`config.mk`:
```
export PLATFORM = sky130hd
export DESIGN_NAME = fully_associative_tlb_lru
export DESIGN_NICKNAME = d
export VERILOG_FILES = /design/src/design/ftlb_pkg.sv /design/src/design/fully_associative_tlb_lru.sv /design/src/design/ftlb_cell.sv /design/src/design/ftlb_ctrl.sv
export SDC_FILE = /design/constraint.sdc
export NUM_CORES = 2
export LEC_CHECK = 0
export ABC_AREA = 0
export BUFFER_PORTS_ARGS = -buffer_cell sky130_fd_sc_hd__buf_2
export CORE_AREA = 2 2 462 579
export DETAILED_ROUTE_END_ITERATION = 10
export DIE_AREA = 0 0 464 581
export GPL_TIMING_DRIVEN = 0
export PLACE_DENSITY = 0.74
export SKIP_LAST_GASP = 1
export SLEW_MARGIN = 0
export SYNTH_ARGS = -nofsm -noshare
export SYNTH_HDL_FRONTEND = slang
export SYNTH_SLANG_ARGS = --single-unit
export TNS_END_PERCENT = 10
```
`constraint.sdc`:
```
create_clock -name clock -period 5.43 [get_ports clock]
set_input_delay 0.543 -clock clock [delete_from_list [all_inputs] [get_ports clock]]
set_output_delay 0.543 -clock clock [all_outputs]
set_load 0.01 [all_outputs]
```
`src/design/ftlb_pkg.sv`:
```
package ftlb_pkg;

   // Operation codes carried in the request tuser.
   typedef enum logic [1:0] {
      OP_LOOKUP = 2'd0,
      OP_INSERT = 2'd1,
      OP_ERASE  = 2'd2
   } ftlb_op_type;

   // Sequencer states.
   typedef enum logic [1:0] {
      ST_IDLE   = 2'd0,
      ST_SCAN   = 2'd1,
      ST_FINISH = 2'd2
   } ftlb_state_type;

   // Control part of the search token that walks the cell chain.
   // done: lookup/erase matched, or insert found a free entry.
   typedef struct packed {
      logic       valid;
      logic [1:0] op;
      logic       done;
   } ftlb_tok_type;

   // Register map.
   localparam logic CSR_ENTRIES_IN_USE = 1'b0;
   localparam int   CSR_DATA_BITS      = 32;
   localparam int   ENTRY_CNT_BITS     = 5;
   localparam logic [ENTRY_CNT_BITS-1:0] ENTRIES_RESET = 5'd16;

   // Width of the hit and miss counters.
   localparam int   COUNT_BITS = 32;

endpackage

```
`src/design/fully_associative_tlb_lru.sv`:
```
// Fully associative TLB with least-recently-used replacement. Each request
// (lookup, insert or erase) runs as a search token through a chain of
// TABLE_ENTRIES cells, one cell per cycle starting in the cycle of acceptance,
// each cell holding one entry; the sequencer then captures the token and,
// once the output register is free, applies the insert write and updates
// the hit and miss counters. The block takes a new request only after the
// previous one has updated the counters. The response sits in an output
// register; the next request is taken while it waits, and holds at the
// end of its scan until that register drains. Valid bits reset at once, so
// there is no clearing pass. Register 0 (byte address 0) holds entries_in_use:
// 0 acts as 1 and values above TABLE_ENTRIES act as TABLE_ENTRIES. Write it
// only while the block is idle.
module fully_associative_tlb_lru #(
   parameter int TABLE_ENTRIES = 16,
   parameter int PAGE_BITS     = 20,
   parameter int STAMP_BITS    = 32
) (
   input  logic clock,
   input  logic reset,
   // request: tuser = operation[1:0]
   input  logic                 req_tvalid,
   output logic                 req_tready,
   input  logic [1:0]           req_tuser,
   // request tdata, low bit up: virtual_page, physical_page, timestamp, zero pad
   input  logic [((2*PAGE_BITS+STAMP_BITS+7)/8)*8-1:0] req_tdata,
   // response: tuser = found
   output logic                 rsp_tvalid,
   input  logic                 rsp_tready,
   output logic                 rsp_tuser,
   // response tdata, low bit up: translated_page, hit_total, miss_total, zero pad
   output logic [((PAGE_BITS+2*ftlb_pkg::COUNT_BITS+7)/8)*8-1:0] rsp_tdata,
   // configuration
   input  logic        psel,
   input  logic        penable,
   input  logic        pwrite,
   input  logic [2:0]  paddr,
   input  logic [ftlb_pkg::CSR_DATA_BITS-1:0] pwdata,
   output logic [ftlb_pkg::CSR_DATA_BITS-1:0] prdata,
   output logic        pready
);

   localparam int IDX_W = (TABLE_ENTRIES > 1) ? $clog2(TABLE_ENTRIES) : 1;
   localparam int CNT_W = $clog2(TABLE_ENTRIES + 1);
   localparam int OUT_W = ((PAGE_BITS + 2*ftlb_pkg::COUNT_BITS + 7) / 8) * 8;

   // configuration register
   logic [ftlb_pkg::ENTRY_CNT_BITS-1:0] entries_ff;
   logic csr_write;
   logic csr_hit;

   assign csr_hit   = (paddr[2] == ftlb_pkg::CSR_ENTRIES_IN_USE);
   assign csr_write = psel && penable && pwrite && csr_hit;
   assign pready    = 1'b1;
   assign prdata    = csr_hit ? ftlb_pkg::CSR_DATA_BITS'(entries_ff) : '0;

   always_ff @(posedge clock) begin
      if (reset) entries_ff <= ftlb_pkg::ENTRIES_RESET;
      else if (csr_write) entries_ff <= pwdata[ftlb_pkg::ENTRY_CNT_BITS-1:0];
   end

   // clamp the entry count
   logic [31:0]      eff_wide;
   logic [CNT_W-1:0] eff_count;
   always_comb begin
      if (entries_ff == '0) eff_wide = 32'd1;
      else if (32'(entries_ff) > 32'(TABLE_ENTRIES)) eff_wide = 32'(TABLE_ENTRIES);
      else eff_wide = 32'(entries_ff);
   end
   assign eff_count = eff_wide[CNT_W-1:0];

   // request payload and token entering the chain
   logic req_accept;
   ftlb_pkg::ftlb_tok_type head_tok;
   assign req_accept     = req_tvalid && req_tready;
   assign head_tok.valid = req_accept;
   assign head_tok.op    = req_tuser;
   assign head_tok.done  = 1'b0;

   // chain wiring: index i is the output of cell i
   ftlb_pkg::ftlb_tok_type tok_c [TABLE_ENTRIES];
   logic [PAGE_BITS-1:0]  vpage_c  [TABLE_ENTRIES];
   logic [PAGE_BITS-1:0]  ppage_c  [TABLE_ENTRIES];
   logic [STAMP_BITS-1:0] stamp_c  [TABLE_ENTRIES];
   logic [PAGE_BITS-1:0]  frame_c  [TABLE_ENTRIES];
   logic [IDX_W-1:0]      bidx_c   [TABLE_ENTRIES];
   logic [STAMP_BITS-1:0] bstamp_c [TABLE_ENTRIES];
   logic [TABLE_ENTRIES-1:0] active;

   logic                  fill_en;
   logic [IDX_W-1:0]      fill_idx;
   logic [PAGE_BITS-1:0]  fill_tag, fill_frame;
   logic [STAMP_BITS-1:0] fill_stamp;

   genvar i;
   generate
      for (i = 0; i < TABLE_ENTRIES; i++) begin : g_cell
         assign active[i] = (CNT_W'(i) < eff_count);
         if (i == 0) begin : g_head
            ftlb_cell #(
               .IDX_W(IDX_W), .PAGE_BITS(PAGE_BITS), .STAMP_BITS(STAMP_BITS),
               .CELL_INDEX(i)
            ) u_cell (
               .clock(clock), .reset(reset), .active(active[i]),
               .in_tok(head_tok),
               .in_vpage(req_tdata[PAGE_BITS-1:0]),
               .in_ppage(req_tdata[2*PAGE_BITS-1:PAGE_BITS]),
               .in_stamp(req_tdata[2*PAGE_BITS+STAMP_BITS-1:2*PAGE_BITS]),
               .in_frame('0), .in_best_idx('0), .in_best_stamp('1),
               .out_tok(tok_c[i]), .out_vpage(vpage_c[i]), .out_ppage(ppage_c[i]),
               .out_stamp(stamp_c[i]), .out_frame(frame_c[i]),
               .out_best_idx(bidx_c[i]), .out_best_stamp(bstamp_c[i]),
               .fill_en(fill_en), .fill_idx(fill_idx), .fill_tag(fill_tag),
               .fill_frame(fill_frame), .fill_stamp(fill_stamp)
            );
         end else begin : g_body
            ftlb_cell #(
               .IDX_W(IDX_W), .PAGE_BITS(PAGE_BITS), .STAMP_BITS(STAMP_BITS),
               .CELL_INDEX(i)
            ) u_cell (
               .clock(clock), .reset(reset), .active(active[i]),
               .in_tok(tok_c[i-1]), .in_vpage(vpage_c[i-1]), .in_ppage(ppage_c[i-1]),
               .in_stamp(stamp_c[i-1]), .in_frame(frame_c[i-1]),
               .in_best_idx(bidx_c[i-1]), .in_best_stamp(bstamp_c[i-1]),
               .out_tok(tok_c[i]), .out_vpage(vpage_c[i]), .out_ppage(ppage_c[i]),
               .out_stamp(stamp_c[i]), .out_frame(frame_c[i]),
               .out_best_idx(bidx_c[i]), .out_best_stamp(bstamp_c[i]),
               .fill_en(fill_en), .fill_idx(fill_idx), .fill_tag(fill_tag),
               .fill_frame(fill_frame), .fill_stamp(fill_stamp)
            );
         end
      end
   endgenerate

   // sequencer, counters and response register
   logic                  rsp_found;
   logic [PAGE_BITS-1:0]  rsp_page;
   logic [ftlb_pkg::COUNT_BITS-1:0] rsp_hits, rsp_misses;

   ftlb_ctrl #(
      .IDX_W(IDX_W), .PAGE_BITS(PAGE_BITS), .STAMP_BITS(STAMP_BITS)
   ) u_ctrl (
      .clock(clock), .reset(reset),
      .req_valid(req_tvalid), .req_ready(req_tready),
      .tail_tok(tok_c[TABLE_ENTRIES-1]),
      .tail_vpage(vpage_c[TABLE_ENTRIES-1]),
      .tail_ppage(ppage_c[TABLE_ENTRIES-1]),
      .tail_stamp(stamp_c[TABLE_ENTRIES-1]),
      .tail_frame(frame_c[TABLE_ENTRIES-1]),
      .tail_best_idx(bidx_c[TABLE_ENTRIES-1]),
      .fill_en(fill_en), .fill_idx(fill_idx), .fill_tag(fill_tag),
      .fill_frame(fill_frame), .fill_stamp(fill_stamp),
      .rsp_valid(rsp_tvalid), .rsp_ready(rsp_tready),
      .rsp_found(rsp_found), .rsp_page(rsp_page),
      .rsp_hits(rsp_hits), .rsp_misses(rsp_misses)
   );

   assign rsp_tuser = rsp_found;
   assign rsp_tdata = OUT_W'({rsp_misses, rsp_hits, rsp_page});

endmodule

```
`src/design/ftlb_cell.sv`:
```
module ftlb_cell #(
   parameter int IDX_W      = 4,
   parameter int PAGE_BITS  = 20,
   parameter int STAMP_BITS = 32,
   parameter int CELL_INDEX = 0
) (
   input  logic                  clock,
   input  logic                  reset,
   input  logic                  active,
   // token from the previous cell
   input  ftlb_pkg::ftlb_tok_type in_tok,
   input  logic [PAGE_BITS-1:0]  in_vpage,
   input  logic [PAGE_BITS-1:0]  in_ppage,
   input  logic [STAMP_BITS-1:0] in_stamp,
   input  logic [PAGE_BITS-1:0]  in_frame,
   input  logic [IDX_W-1:0]      in_best_idx,
   input  logic [STAMP_BITS-1:0] in_best_stamp,
   // token to the next cell
   output ftlb_pkg::ftlb_tok_type out_tok,
   output logic [PAGE_BITS-1:0]  out_vpage,
   output logic [PAGE_BITS-1:0]  out_ppage,
   output logic [STAMP_BITS-1:0] out_stamp,
   output logic [PAGE_BITS-1:0]  out_frame,
   output logic [IDX_W-1:0]      out_best_idx,
   output logic [STAMP_BITS-1:0] out_best_stamp,
   // insert write
   input  logic                  fill_en,
   input  logic [IDX_W-1:0]      fill_idx,
   input  logic [PAGE_BITS-1:0]  fill_tag,
   input  logic [PAGE_BITS-1:0]  fill_frame,
   input  logic [STAMP_BITS-1:0] fill_stamp
);

   localparam logic [IDX_W-1:0] MY_IDX = IDX_W'(CELL_INDEX);

   // entry storage
   logic                  valid_ff, valid_in;
   logic [PAGE_BITS-1:0]  tag_ff, tag_in;
   logic [PAGE_BITS-1:0]  frame_ff, frame_in;
   logic [STAMP_BITS-1:0] last_ff, last_in;

   // token stage
   ftlb_pkg::ftlb_tok_type tok_ff, tok_in;
   logic [PAGE_BITS-1:0]  vpage_ff, ppage_ff, tframe_ff, tframe_in;
   logic [STAMP_BITS-1:0] stamp_ff, bstamp_ff, bstamp_in;
   logic [IDX_W-1:0]      bidx_ff, bidx_in;

   logic live;
   logic match;

   assign live  = in_tok.valid && active && !in_tok.done;
   assign match = live && valid_ff && (tag_ff == in_vpage);

   // work on the passing token and on the entry
   always_comb begin
      tok_in    = in_tok;
      tframe_in = in_frame;
      bidx_in   = in_best_idx;
      bstamp_in = in_best_stamp;
      valid_in  = valid_ff;
      tag_in    = tag_ff;
      frame_in  = frame_ff;
      last_in   = last_ff;
      case (in_tok.op)
         ftlb_pkg::OP_LOOKUP: begin
            if (match) begin
               tok_in.done = 1'b1;
               tframe_in   = frame_ff;
               last_in     = in_stamp;
            end
         end
         ftlb_pkg::OP_ERASE: begin
            if (match) begin
               tok_in.done = 1'b1;
               valid_in    = 1'b0;
            end
         end
         ftlb_pkg::OP_INSERT: begin
            if (live) begin
               if (!valid_ff) begin
                  tok_in.done = 1'b1;
                  bidx_in     = MY_IDX;
               end else if (last_ff < in_best_stamp) begin
                  bidx_in   = MY_IDX;
                  bstamp_in = last_ff;
               end
            end
         end
         default: begin
         end
      endcase
      // insert write from the sequencer, never while a token is in flight
      if (fill_en && (fill_idx == MY_IDX)) begin
         valid_in = 1'b1;
         tag_in   = fill_tag;
         frame_in = fill_frame;
         last_in  = fill_stamp;
      end
   end

   always_ff @(posedge clock) begin
      if (reset) begin
         valid_ff <= 1'b0;
         tok_ff   <= '0;
      end else begin
         valid_ff <= valid_in;
         tok_ff   <= tok_in;
      end
   end

   always_ff @(posedge clock) begin
      tag_ff      <= tag_in;
      frame_ff    <= frame_in;
      last_ff     <= last_in;
      vpage_ff    <= in_vpage;
      ppage_ff    <= in_ppage;
      stamp_ff    <= in_stamp;
      tframe_ff   <= tframe_in;
      bidx_ff     <= bidx_in;
      bstamp_ff   <= bstamp_in;
   end

   assign out_tok        = tok_ff;
   assign out_vpage      = vpage_ff;
   assign out_ppage      = ppage_ff;
   assign out_stamp      = stamp_ff;
   assign out_frame      = tframe_ff;
   assign out_best_idx   = bidx_ff;
   assign out_best_stamp = bstamp_ff;

endmodule

```
`src/design/ftlb_ctrl.sv`:
```
module ftlb_ctrl #(
   parameter int IDX_W      = 4,
   parameter int PAGE_BITS  = 20,
   parameter int STAMP_BITS = 32
) (
   input  logic                  clock,
   input  logic                  reset,
   input  logic                  req_valid,
   output logic                  req_ready,
   // token leaving the last cell
   input  ftlb_pkg::ftlb_tok_type tail_tok,
   input  logic [PAGE_BITS-1:0]  tail_vpage,
   input  logic [PAGE_BITS-1:0]  tail_ppage,
   input  logic [STAMP_BITS-1:0] tail_stamp,
   input  logic [PAGE_BITS-1:0]  tail_frame,
   input  logic [IDX_W-1:0]      tail_best_idx,
   // insert write to the cells
   output logic                  fill_en,
   output logic [IDX_W-1:0]      fill_idx,
   output logic [PAGE_BITS-1:0]  fill_tag,
   output logic [PAGE_BITS-1:0]  fill_frame,
   output logic [STAMP_BITS-1:0] fill_stamp,
   // result register
   output logic                  rsp_valid,
   input  logic                  rsp_ready,
   output logic                  rsp_found,
   output logic [PAGE_BITS-1:0]  rsp_page,
   output logic [ftlb_pkg::COUNT_BITS-1:0] rsp_hits,
   output logic [ftlb_pkg::COUNT_BITS-1:0] rsp_misses
);

   ftlb_pkg::ftlb_state_type state_ff, state_in;

   logic [1:0]            hold_op_ff;
   logic                  hold_done_ff;
   logic [PAGE_BITS-1:0]  hold_vpage_ff, hold_ppage_ff, hold_frame_ff;
   logic [STAMP_BITS-1:0] hold_stamp_ff;
   logic [IDX_W-1:0]      hold_idx_ff;

   logic [ftlb_pkg::COUNT_BITS-1:0] hit_ff, hit_in, miss_ff, miss_in;
   logic                  out_valid_ff, out_valid_in;
   logic                  out_found_ff, out_found_in;
   logic [PAGE_BITS-1:0]  out_page_ff, out_page_in;
   logic [ftlb_pkg::COUNT_BITS-1:0] out_hits_ff, out_misses_ff;

   logic capture;
   logic finish;
   logic is_lookup;

   // next state
   always_comb begin
      state_in = state_ff;
      unique case (state_ff)
         ftlb_pkg::ST_IDLE:   if (req_valid) state_in = ftlb_pkg::ST_SCAN;
         ftlb_pkg::ST_SCAN:   if (tail_tok.valid) state_in = ftlb_pkg::ST_FINISH;
         ftlb_pkg::ST_FINISH: if (!out_valid_ff || rsp_ready) state_in = ftlb_pkg::ST_IDLE;
         default:             state_in = ftlb_pkg::ST_IDLE;
      endcase
   end

   // state outputs
   always_comb begin
      req_ready = 1'b0;
      capture   = 1'b0;
      finish    = 1'b0;
      unique case (state_ff)
         ftlb_pkg::ST_IDLE:   req_ready = 1'b1;
         ftlb_pkg::ST_SCAN:   capture   = tail_tok.valid;
         ftlb_pkg::ST_FINISH: finish    = !out_valid_ff || rsp_ready;
         default: begin
         end
      endcase
   end

   assign is_lookup = (hold_op_ff == ftlb_pkg::OP_LOOKUP);

   // insert write and counter update when the result is released
   always_comb begin
      fill_en      = finish && (hold_op_ff == ftlb_pkg::OP_INSERT);
      fill_idx     = hold_idx_ff;
      fill_tag     = hold_vpage_ff;
      fill_frame   = hold_ppage_ff;
      fill_stamp   = hold_stamp_ff;
      hit_in       = hit_ff;
      miss_in      = miss_ff;
      if (finish && is_lookup) begin
         if (hold_done_ff) hit_in  = hit_ff + 1'b1;
         else              miss_in = miss_ff + 1'b1;
      end
      out_found_in = is_lookup && hold_done_ff;
      out_page_in  = out_found_in ? hold_frame_ff : '0;
      out_valid_in = finish || (out_valid_ff && !rsp_ready);
   end

   always_ff @(posedge clock) begin
      if (reset) begin
         state_ff     <= ftlb_pkg::ST_IDLE;
         hit_ff       <= '0;
         miss_ff      <= '0;
         out_valid_ff <= 1'b0;
      end else begin
         state_ff     <= state_in;
         hit_ff       <= hit_in;
         miss_ff      <= miss_in;
         out_valid_ff <= out_valid_in;
      end
   end

   // token capture and result payload
   always_ff @(posedge clock) begin
      if (capture) begin
         hold_op_ff    <= tail_tok.op;
         hold_done_ff  <= tail_tok.done;
         hold_vpage_ff <= tail_vpage;
         hold_ppage_ff <= tail_ppage;
         hold_stamp_ff <= tail_stamp;
         hold_frame_ff <= tail_frame;
         hold_idx_ff   <= tail_best_idx;
      end
      if (finish) begin
         out_found_ff  <= out_found_in;
         out_page_ff   <= out_page_in;
         out_hits_ff   <= hit_in;
         out_misses_ff <= miss_in;
      end
   end

   assign rsp_valid  = out_valid_ff;
   assign rsp_found  = out_found_ff;
   assign rsp_page   = out_page_ff;
   assign rsp_hits   = out_hits_ff;
   assign rsp_misses = out_misses_ff;

endmodule

```
==> After elaboration in Yosys (flattened, before gate mapping) <==
Index checks and enable logic that the tools add are counted.
{ "classes": {"add_sub_neg": 2, "order_cmp": 33, "eq_ne": 69, "n_mux": 318, "bitwise": 1, "n_reduce_logical": 227} }
{ "op_table": {"columns": ["cell", "n"], "rows": [
  ["2-to-1 mux 32 bit", 108],
  ["2-to-1 mux 20 bit", 30],
  ["< comparator 32 bit", 15],
  ["== test 20 bit", 16],
  ["2-to-1 mux 4 bit", 56],
  ["2-to-1 mux 1 bit", 101],
  ["nonzero test 2 bit", 48],
  ["logical AND 1 bit", 87],
  ["AND reduction 2 bit", 34],
  ["adder 32 x 1 -> 32 bit, second input constant", 2],
  ["< comparator 4 x 5 -> 1 bit, first input constant", 8],
  ["== test 2 x 1 -> 1 bit, second input constant", 18],
  ["zero test 2 bit", 18],
  ["== test 2 bit, second input constant", 17],
  ["== test 4 bit, second input constant", 8],
  ["< comparator 32 bit, second input constant", 1],
  ["case mux 1 bit (2 select lines)", 16],
  ["OR reduction 2 bit", 16],
  ["< comparator 3 x 5 -> 1 bit, first input constant", 4],
  ["zero test 1 bit", 17],
  ["== test 4 x 3 -> 1 bit, second input constant", 4],
  ["2-to-1 mux 5 bit", 3],
  ["< comparator 1 x 5 -> 1 bit, first input constant", 2],
  ["< comparator 2 x 5 -> 1 bit, first input constant", 2],
  ["other kinds (13)", 19]
]} }
{ "word_totals": {"register_bits": 3500, "in_bits": 116, "out_inout_bits": 124, "elab_cells": 873} }

==> Logic depth before layout (Yosys ltp) <==
{ "logic_depth": {"ltp_word": 11, "depth_mapped": 10, "depth_no_buf": 8} }

==> Cells and area by module <==
Synthesis repeated with hierarchy kept, for this count alone.
{ "hier_totals": {"cells_unflattened": 8340, "area_unflattened_um2": 123465.9} }
{ "modules_own_cells": {"columns": ["module", "n_inst", "cells_per_inst", "area_each_um2", "seq_area_each_um2"], "rows": [
  ["ftlb_cell (g_cell[10].g_body.u_cell ...)", 4, 459, 7128.1, 4824.6],
  ["ftlb_cell (g_cell[1].g_body.u_cell ...)", 2, 464, 7143.1, 4824.6],
  ["ftlb_cell (g_cell[13].g_body.u_cell ...)", 2, 462, 7128.1, 4824.6],
  ["ftlb_ctrl", 1, 602, 9152.5, 6866.6],
  ["ftlb_cell (g_cell[11].g_body.u_cell)", 1, 529, 7141.8, 4824.6],
  ["ftlb_cell (g_cell[3].g_body.u_cell)", 1, 526, 7136.8, 4824.6],
  ["ftlb_cell (g_cell[4].g_body.u_cell)", 1, 463, 7136.8, 4824.6],
  ["ftlb_cell (g_cell[15].g_body.u_cell)", 1, 531, 7126.8, 4824.6],
  ["ftlb_cell (g_cell[0].g_head.u_cell)", 1, 465, 7100.6, 4824.6],
  ["ftlb_cell (g_cell[7].g_body.u_cell)", 1, 525, 6980.4, 4824.6],
  ["ftlb_cell (g_cell[8].g_body.u_cell)", 1, 462, 6975.4, 4824.6],
  ["ftlb_cell (g_cell[9].g_body.u_cell)", 1, 458, 6970.4, 4824.6],
  ["fully_associative_tlb_lru", 1, 91, 689.4, 100.1]
]} }

==> Worst setup path before layout <==
Ideal clock, no wire load.
{ "synth_path": {"path_type": "input port to flip-flop", "from": "in rsp_tready", "to": "reg u_ctrl.out_hits_ff, in the netlist u_ctrl.rsp_hits[1], data pin", "setup_time_ns": 0.264, "arrival_ns": 5.218, "t_required_ns": 5.166, "slack_ns": -0.052, "stages": 4, "path_buffers": 0, "cell_sequence": "nor2b_1 nor2_1 nand2_1 mux2_2"} }
{ "synth_via": {"elab_chain_len": 4} }
{ "synth_lines": {"columns": ["item", "line_no", "source"], "rows": [
  ["from (decl)", "fully_associative_tlb_lru.sv:28", "input logic rsp_tready,"],
  ["logical OR 1 bit", "ftlb_ctrl.sv:69", "ftlb_pkg::ST_FINISH: finish = !out_valid_ff || rsp_ready;"],
  ["2-to-1 mux 1 bit", "ftlb_ctrl.sv:66", "unique case (state_ff)"],
  ["named net u_ctrl.finish", "ftlb_ctrl.sv:47", "logic finish;"],
  ["logical AND 1 bit", "ftlb_ctrl.sv:86", "if (finish && is_lookup) begin"],
  ["2-to-1 mux 32 bit", "ftlb_ctrl.sv:86", null],
  ["named net u_ctrl.hit_in (one bit)", "ftlb_ctrl.sv:40", "logic [ftlb_pkg::COUNT_BITS-1:0] hit_ff, hit_in, miss_ff, miss_in;"],
  ["to (signal assigned)", "ftlb_ctrl.sv:123", "out_hits_ff <= hit_in;"],
  ["to (decl)", "ftlb_ctrl.sv:44", "logic [ftlb_pkg::COUNT_BITS-1:0] out_hits_ff, out_misses_ff;"]
]} }
The timed path passes the listed nets, and every way through them passes these cells.
A chain may end at the register's enable or synchronous reset.

==> Worst setup path in the final report <==
{ "layout_path": {"from": "reg u_ctrl.state_ff[1]", "to": "reg g_cell[12].g_body.u_cell.last_ff[23] (enable)"} }
{ "layout_via": {"elab_chain_len": 6, "word_cells_on_any_way": 7, "cone_classes": "1 x eq/ne; 1 x mux; 5 x reduce/logical"} }
{ "layout_lines": {"columns": ["item", "line_no", "source"], "rows": [
  ["from (decl)", "ftlb_ctrl.sv:32", "ftlb_pkg::ftlb_state_type state_ff, state_in;"],
  ["from (signal assigned)", "ftlb_ctrl.sv:97", "state_ff <= ftlb_pkg::ST_IDLE;"],
  ["from (signal assigned)", "ftlb_ctrl.sv:102", "state_ff <= state_in;"],
  ["== test 2 bit (*)", "ftlb_ctrl.sv:66", null],
  ["2-to-1 mux 1 bit (*)", "ftlb_ctrl.sv:66", null],
  ["logical AND 1 bit (*)", "ftlb_ctrl.sv:79", "fill_en = finish && (hold_op_ff == ftlb_pkg::OP_INSERT);"],
  ["logical AND 1 bit (*)", "ftlb_cell.sv:93", "if (fill_en && (fill_idx == MY_IDX)) begin"],
  ["nonzero test 2 bit (no source line)", null, null],
  ["AND reduction 2 bit (no source line) (*)", null, null],
  ["to (signal assigned)", "ftlb_cell.sv:114", "last_ff <= last_in;"],
  ["to (decl)", "ftlb_cell.sv:40", "logic [STAMP_BITS-1:0] last_ff, last_in;"]
]} }
Every way passes the cells marked *; elsewhere a longest branch is shown, timed or not.

==> results.py <==
metrics = {
    "synthesis": {
        "synth_flop_cell": "dfxtp_1",
        "synth_seq_area_share_pct": 70.22,
        "syn_inst": 8142,
        "synthDistinctLibCells": 82,
        "postSynthAreaPerCell_sq_um": 14.55,
        "synth_edf_count": 1336,
        "synth-compound-area-share_pct": 2.534,
        "synth_top_family_by_area": "multiplexers",
        "yosys.area_share.xor_xnor_pct": 2.823,
        "synth-seq-cells": 3489,
        "synthAdderAreaFrac_pct": 4.931,
        "yosys_warnings": 0,
        "synthMuxAreaShare_pct": 10.81,
        "synthArstFlopShare_pct": 0,
        "synth_area_sq_um": 118500,
        "synth-simple-area-share_pct": 6.065,
    },
    "routing": {
        "vias": 62742,
        "routedWlPerCell_um": 20.28,
        "wl_um": 255200,
        "antenna_left": 0,
        "viasPerCell": 4.988,
        "drcViolationCount": 0,
        "first_pass_iters": 5,
        "drt_iter0_drc": 4098,
    },
    "layout": {
        "fin_nets": 9368,
        "final_cell_mix": "2153 x dfxtp_1, 1336 x edfxtp_1, 1130 x mux2_2, 556 x nand2_1, 527 x inv_1",
        "regArea_sq_um": 83220,
        "multi_input_area_sq_um": 32490,
        "final_core_util_pct": 51.75,
        "drive_gt1_share_pct": 22.30,
        "finalNonFillerCells": 12579,
        "synthToLayoutAreaGrowth_pct": 15.18,
        "final_common_cell": "dfxtp_1",
        "fillers": 21291,
    },
    "status": {
        "status": "completed",
    },
    "timing": {
        "tightest_slew_ns": 1.474,
        "finalHoldViolCount": 0,
        "clock.fmax_ghz": 0.2011,
        "min_period_ns": 4.972,
        "fin_skew_ns": 0.1331,
        "rsz0062_at_grt": "no",
        "slew_headroom_pct": 1.761,
        "min_period_over_period_pct": 91.56,
        "setup-violations-final": 0,
        "fin_ws_ns": 0.4582,
        "tns_ns": 0,
        "slew_violations": 0,
    },
    "cts": {
        "clk_pin_slew_ns": 0.06,
        "cts_made_buffers": 326,
        "worst_skew_pair.late_latency_ns": 0.91,
        "cts-root-buf": "clkbuf_16",
        "htree_levels": 5,
        "cts_tree": "done",
        "cts_setup_buffers": 0,
        "post_cts_resized": 0,
        "clk_path_buf_depth": 4,
        "clkSinkCount": 3489,
    },
    "grt": {
        "grt_pass1_wl_um": 387300,
        "grt_pass1_vias": 66775,
        "grt_usage_pct": 18.63,
        "grt_max_degree": 50,
        "antenna_found_initial": 11,
        "overflow": 0,
    },
    "pwr": {
        "powerDensity_nw_per_um2": 376.6,
        "p_int_mw": 41.21,
        "power_mw": 51.41,
        "vdd_drop_max_uv": 451.0,
        "p_comb_share_pct": 1.0,
        "pwr-share-seq_pct": 54.0,
        "p_leak_nw": 55.85,
        "switching_share_pct": 19.84,
        "power.switching_mw": 10.20,
        "pwr-share-clk_pct": 45.0,
    },
    "place": {
        "dp_cells": 11892,
        "hpwl_um": 187600,
        "io_buffers": 178,
        "place_congestion": 0.8728,
        "dp_slack_ns": 0.2470,
    },
    "critical_path": {
        "crit_required_ns": 5.85,
        "endpoint_kind": "flop",
        "worstSetupStartpointType": "flop",
        "worst-r2r-setup-slack_ns": 0.46,
        "r2r_start": "u_ctrl.state_ff[1]",
        "worstPathArrival_ns": 5.39,
        "rr_worst_depth": 7,
        "rr_endpoint": "g_cell[12].g_body.u_cell.last_ff[23]",
        "critPathKind": "flop to flop",
        "path_max_fanout": 49,
    },
    "min_path": {
        "holdCritStartpoint": "rsp_tready",
        "hold_class": "input port to flop",
        "holdPathEnd": "u_ctrl.state_ff[1]",
        "hold-path-cell-count": 4,
    },
    "die": {
        "die_x_um": 464,
        "pin_count": 240,
        "design.core.area_sq_um": 263700,
        "rows": 211,
        "initial_core_util_pct": 44.93,
        "dieArea_sq_um": 269600,
        "die_h_um": 581,
    },
    "run": {
        "maxCapViolCount": 0,
    },
}
[power groups by stage]
stage | registers, mW | clock network [mW] | logic [mW]
2_1_floorplan | 28.2 | 0 | 0.325
3_3_place_gp | 28.3 | 0 | 0.443
3_5_place_dp | 28.3 | 0 | 0.460
4_1_cts | 27.8 | 23.6 | 0.520
5_1_grt | 27.8 | 24.6 | 0.563
6_report | 27.8 | 23.1 | 0.522
[layer usage]
layer	routed length, um	track usage, %	vias to the layer above
met4	10990	7.719	0
met5	0	0	-
met1	101300	21.97	30882
li1	-	-	29828
met3	10550	2.514	551
met2	132400	33.84	1481
[logic make-up (layout without fill, tap and decap cells)]
| kind of cell | after synthesis | after routing |
|---|---|---|
| xor+xnor | 382 | 382 |
| other cells | 2 | 42 |
| simple gates | 1421 | 1421 |
| fa+ha+maj | 467 | 467 |
| compound gates | 480 | 480 |
| flops | 3489 | 3489 |
| mux | 1138 | 1138 |
| buf+inv | 763 | 1646 |
[worst max path at each step]
stage	start	to	slack, ns	cells after the start
finish	u_ctrl.state_ff[1]	g_cell[12].g_body.u_cell.last_ff[23]	0.46	7
detailed placement	u_ctrl.state_ff[1]	g_cell[1].g_body.u_cell.last_ff[6]	0.25	6
floorplan	u_ctrl.state_ff[0]	u_ctrl.fill_frame[0]	0.27	2
CTS	u_ctrl.state_ff[1]	g_cell[1].g_body.u_cell.last_ff[6]	0.27	6
global route	u_ctrl.state_ff[1]	g_cell[12].g_body.u_cell.last_ff[21]	0.20	7
global placement	u_ctrl.state_ff[0]	u_ctrl.fill_frame[14]	-3.07	2
[layout make-up]
cell class | count | area share (%)
buffer | 232 | 0.8122
tap | 3514 | 3.221
clock inverter | 135 | 1.070
timing repair buffer | 285 | 1.636
clock buffer | 463 | 7.013
inverter | 531 | 1.460
antenna | 10 | 0.01833
multi-input combinational | 3920 | 23.80
sequential | 3489 | 60.97
[cells in the mapped netlist, types with 8 or more instances]
cell          n  share of area (%)
buf_4        35               0.22
a22oi_1       8              0.051
ha_1        467                4.9
mux2_2     1130                 11
a211oi_1     30               0.19
nand4b_1      8              0.059
buf_1        25              0.079
nor4_1       60               0.32
clkbuf_1    112               0.35
a21oi_1     194               0.82
xnor2_1     267                2.0
xor2_1      115               0.85
inv_1       531                1.7
nand2b_1     55               0.29
nor4b_1       8              0.059
nand4_1     159               0.84
a2111oi_0    14               0.10
nand3b_1     14              0.089
dfxtp_1    2153                 36
a211o_1       9              0.067
or2_2        19               0.10
and3_1       24               0.13
nor2b_1      58               0.31
nor2_1      150               0.48
o21a_1       20               0.13
buf_2        57               0.24
or3_1        18              0.095
edfxtp_1   1336                 34
nor3_1       39               0.16
nand2_1     556                1.8
or4_1        13              0.082
and2_1      110               0.58
a21o_1       27               0.17
nor3b_1      16               0.10
o211ai_1     18               0.11
nand3_1      85               0.36
o21ai_0     101               0.43
[critical path, cell delays in order, from the launching register on]
cell      delay [ns]
dfxtp_1         0.42
nor2b_1         0.46
nand3_1         0.18
or3_1           0.33
clkbuf_1        0.38
nor2_1          0.90
buf_2           1.02
or2_2           0.84
[per-stage QoR]
stage / hold slack (ns) / cell area [sq um]
2_1_floorplan: 0.3096 / 118600
3_3_place_gp: 0.3096 / 123900
3_5_place_dp: 0.3121 / 124600
4_1_cts: 0.1541 / 136500
5_1_grt: 0.2260 / 136500
6_report: 0.1947 / 136500
[what timing repair did]
action	4_1_cts	5_1_grt
endpoints found under the hold margin	101	0
endpoints found under the setup margin	0	0
hold buffers	79	0
[registers in the layout, indices dropped and copies added, names as in the netlist, 49 cells and up]
signal                               cells
g_cell.g_body.u_cell.last_ff           480
g_cell.g_body.u_cell.out_stamp         480
g_cell.g_body.u_cell.out_best_stamp    448
g_cell.g_body.u_cell.frame_ff          300
g_cell.g_body.u_cell.out_frame         300
g_cell.g_body.u_cell.out_ppage         300
g_cell.g_body.u_cell.out_vpage         300
g_cell.g_body.u_cell.tag_ff            300
g_cell.g_body.u_cell.out_tok            60
g_cell.g_body.u_cell.out_best_idx       49
Note: power is estimated with default switching activity, not from simulation.
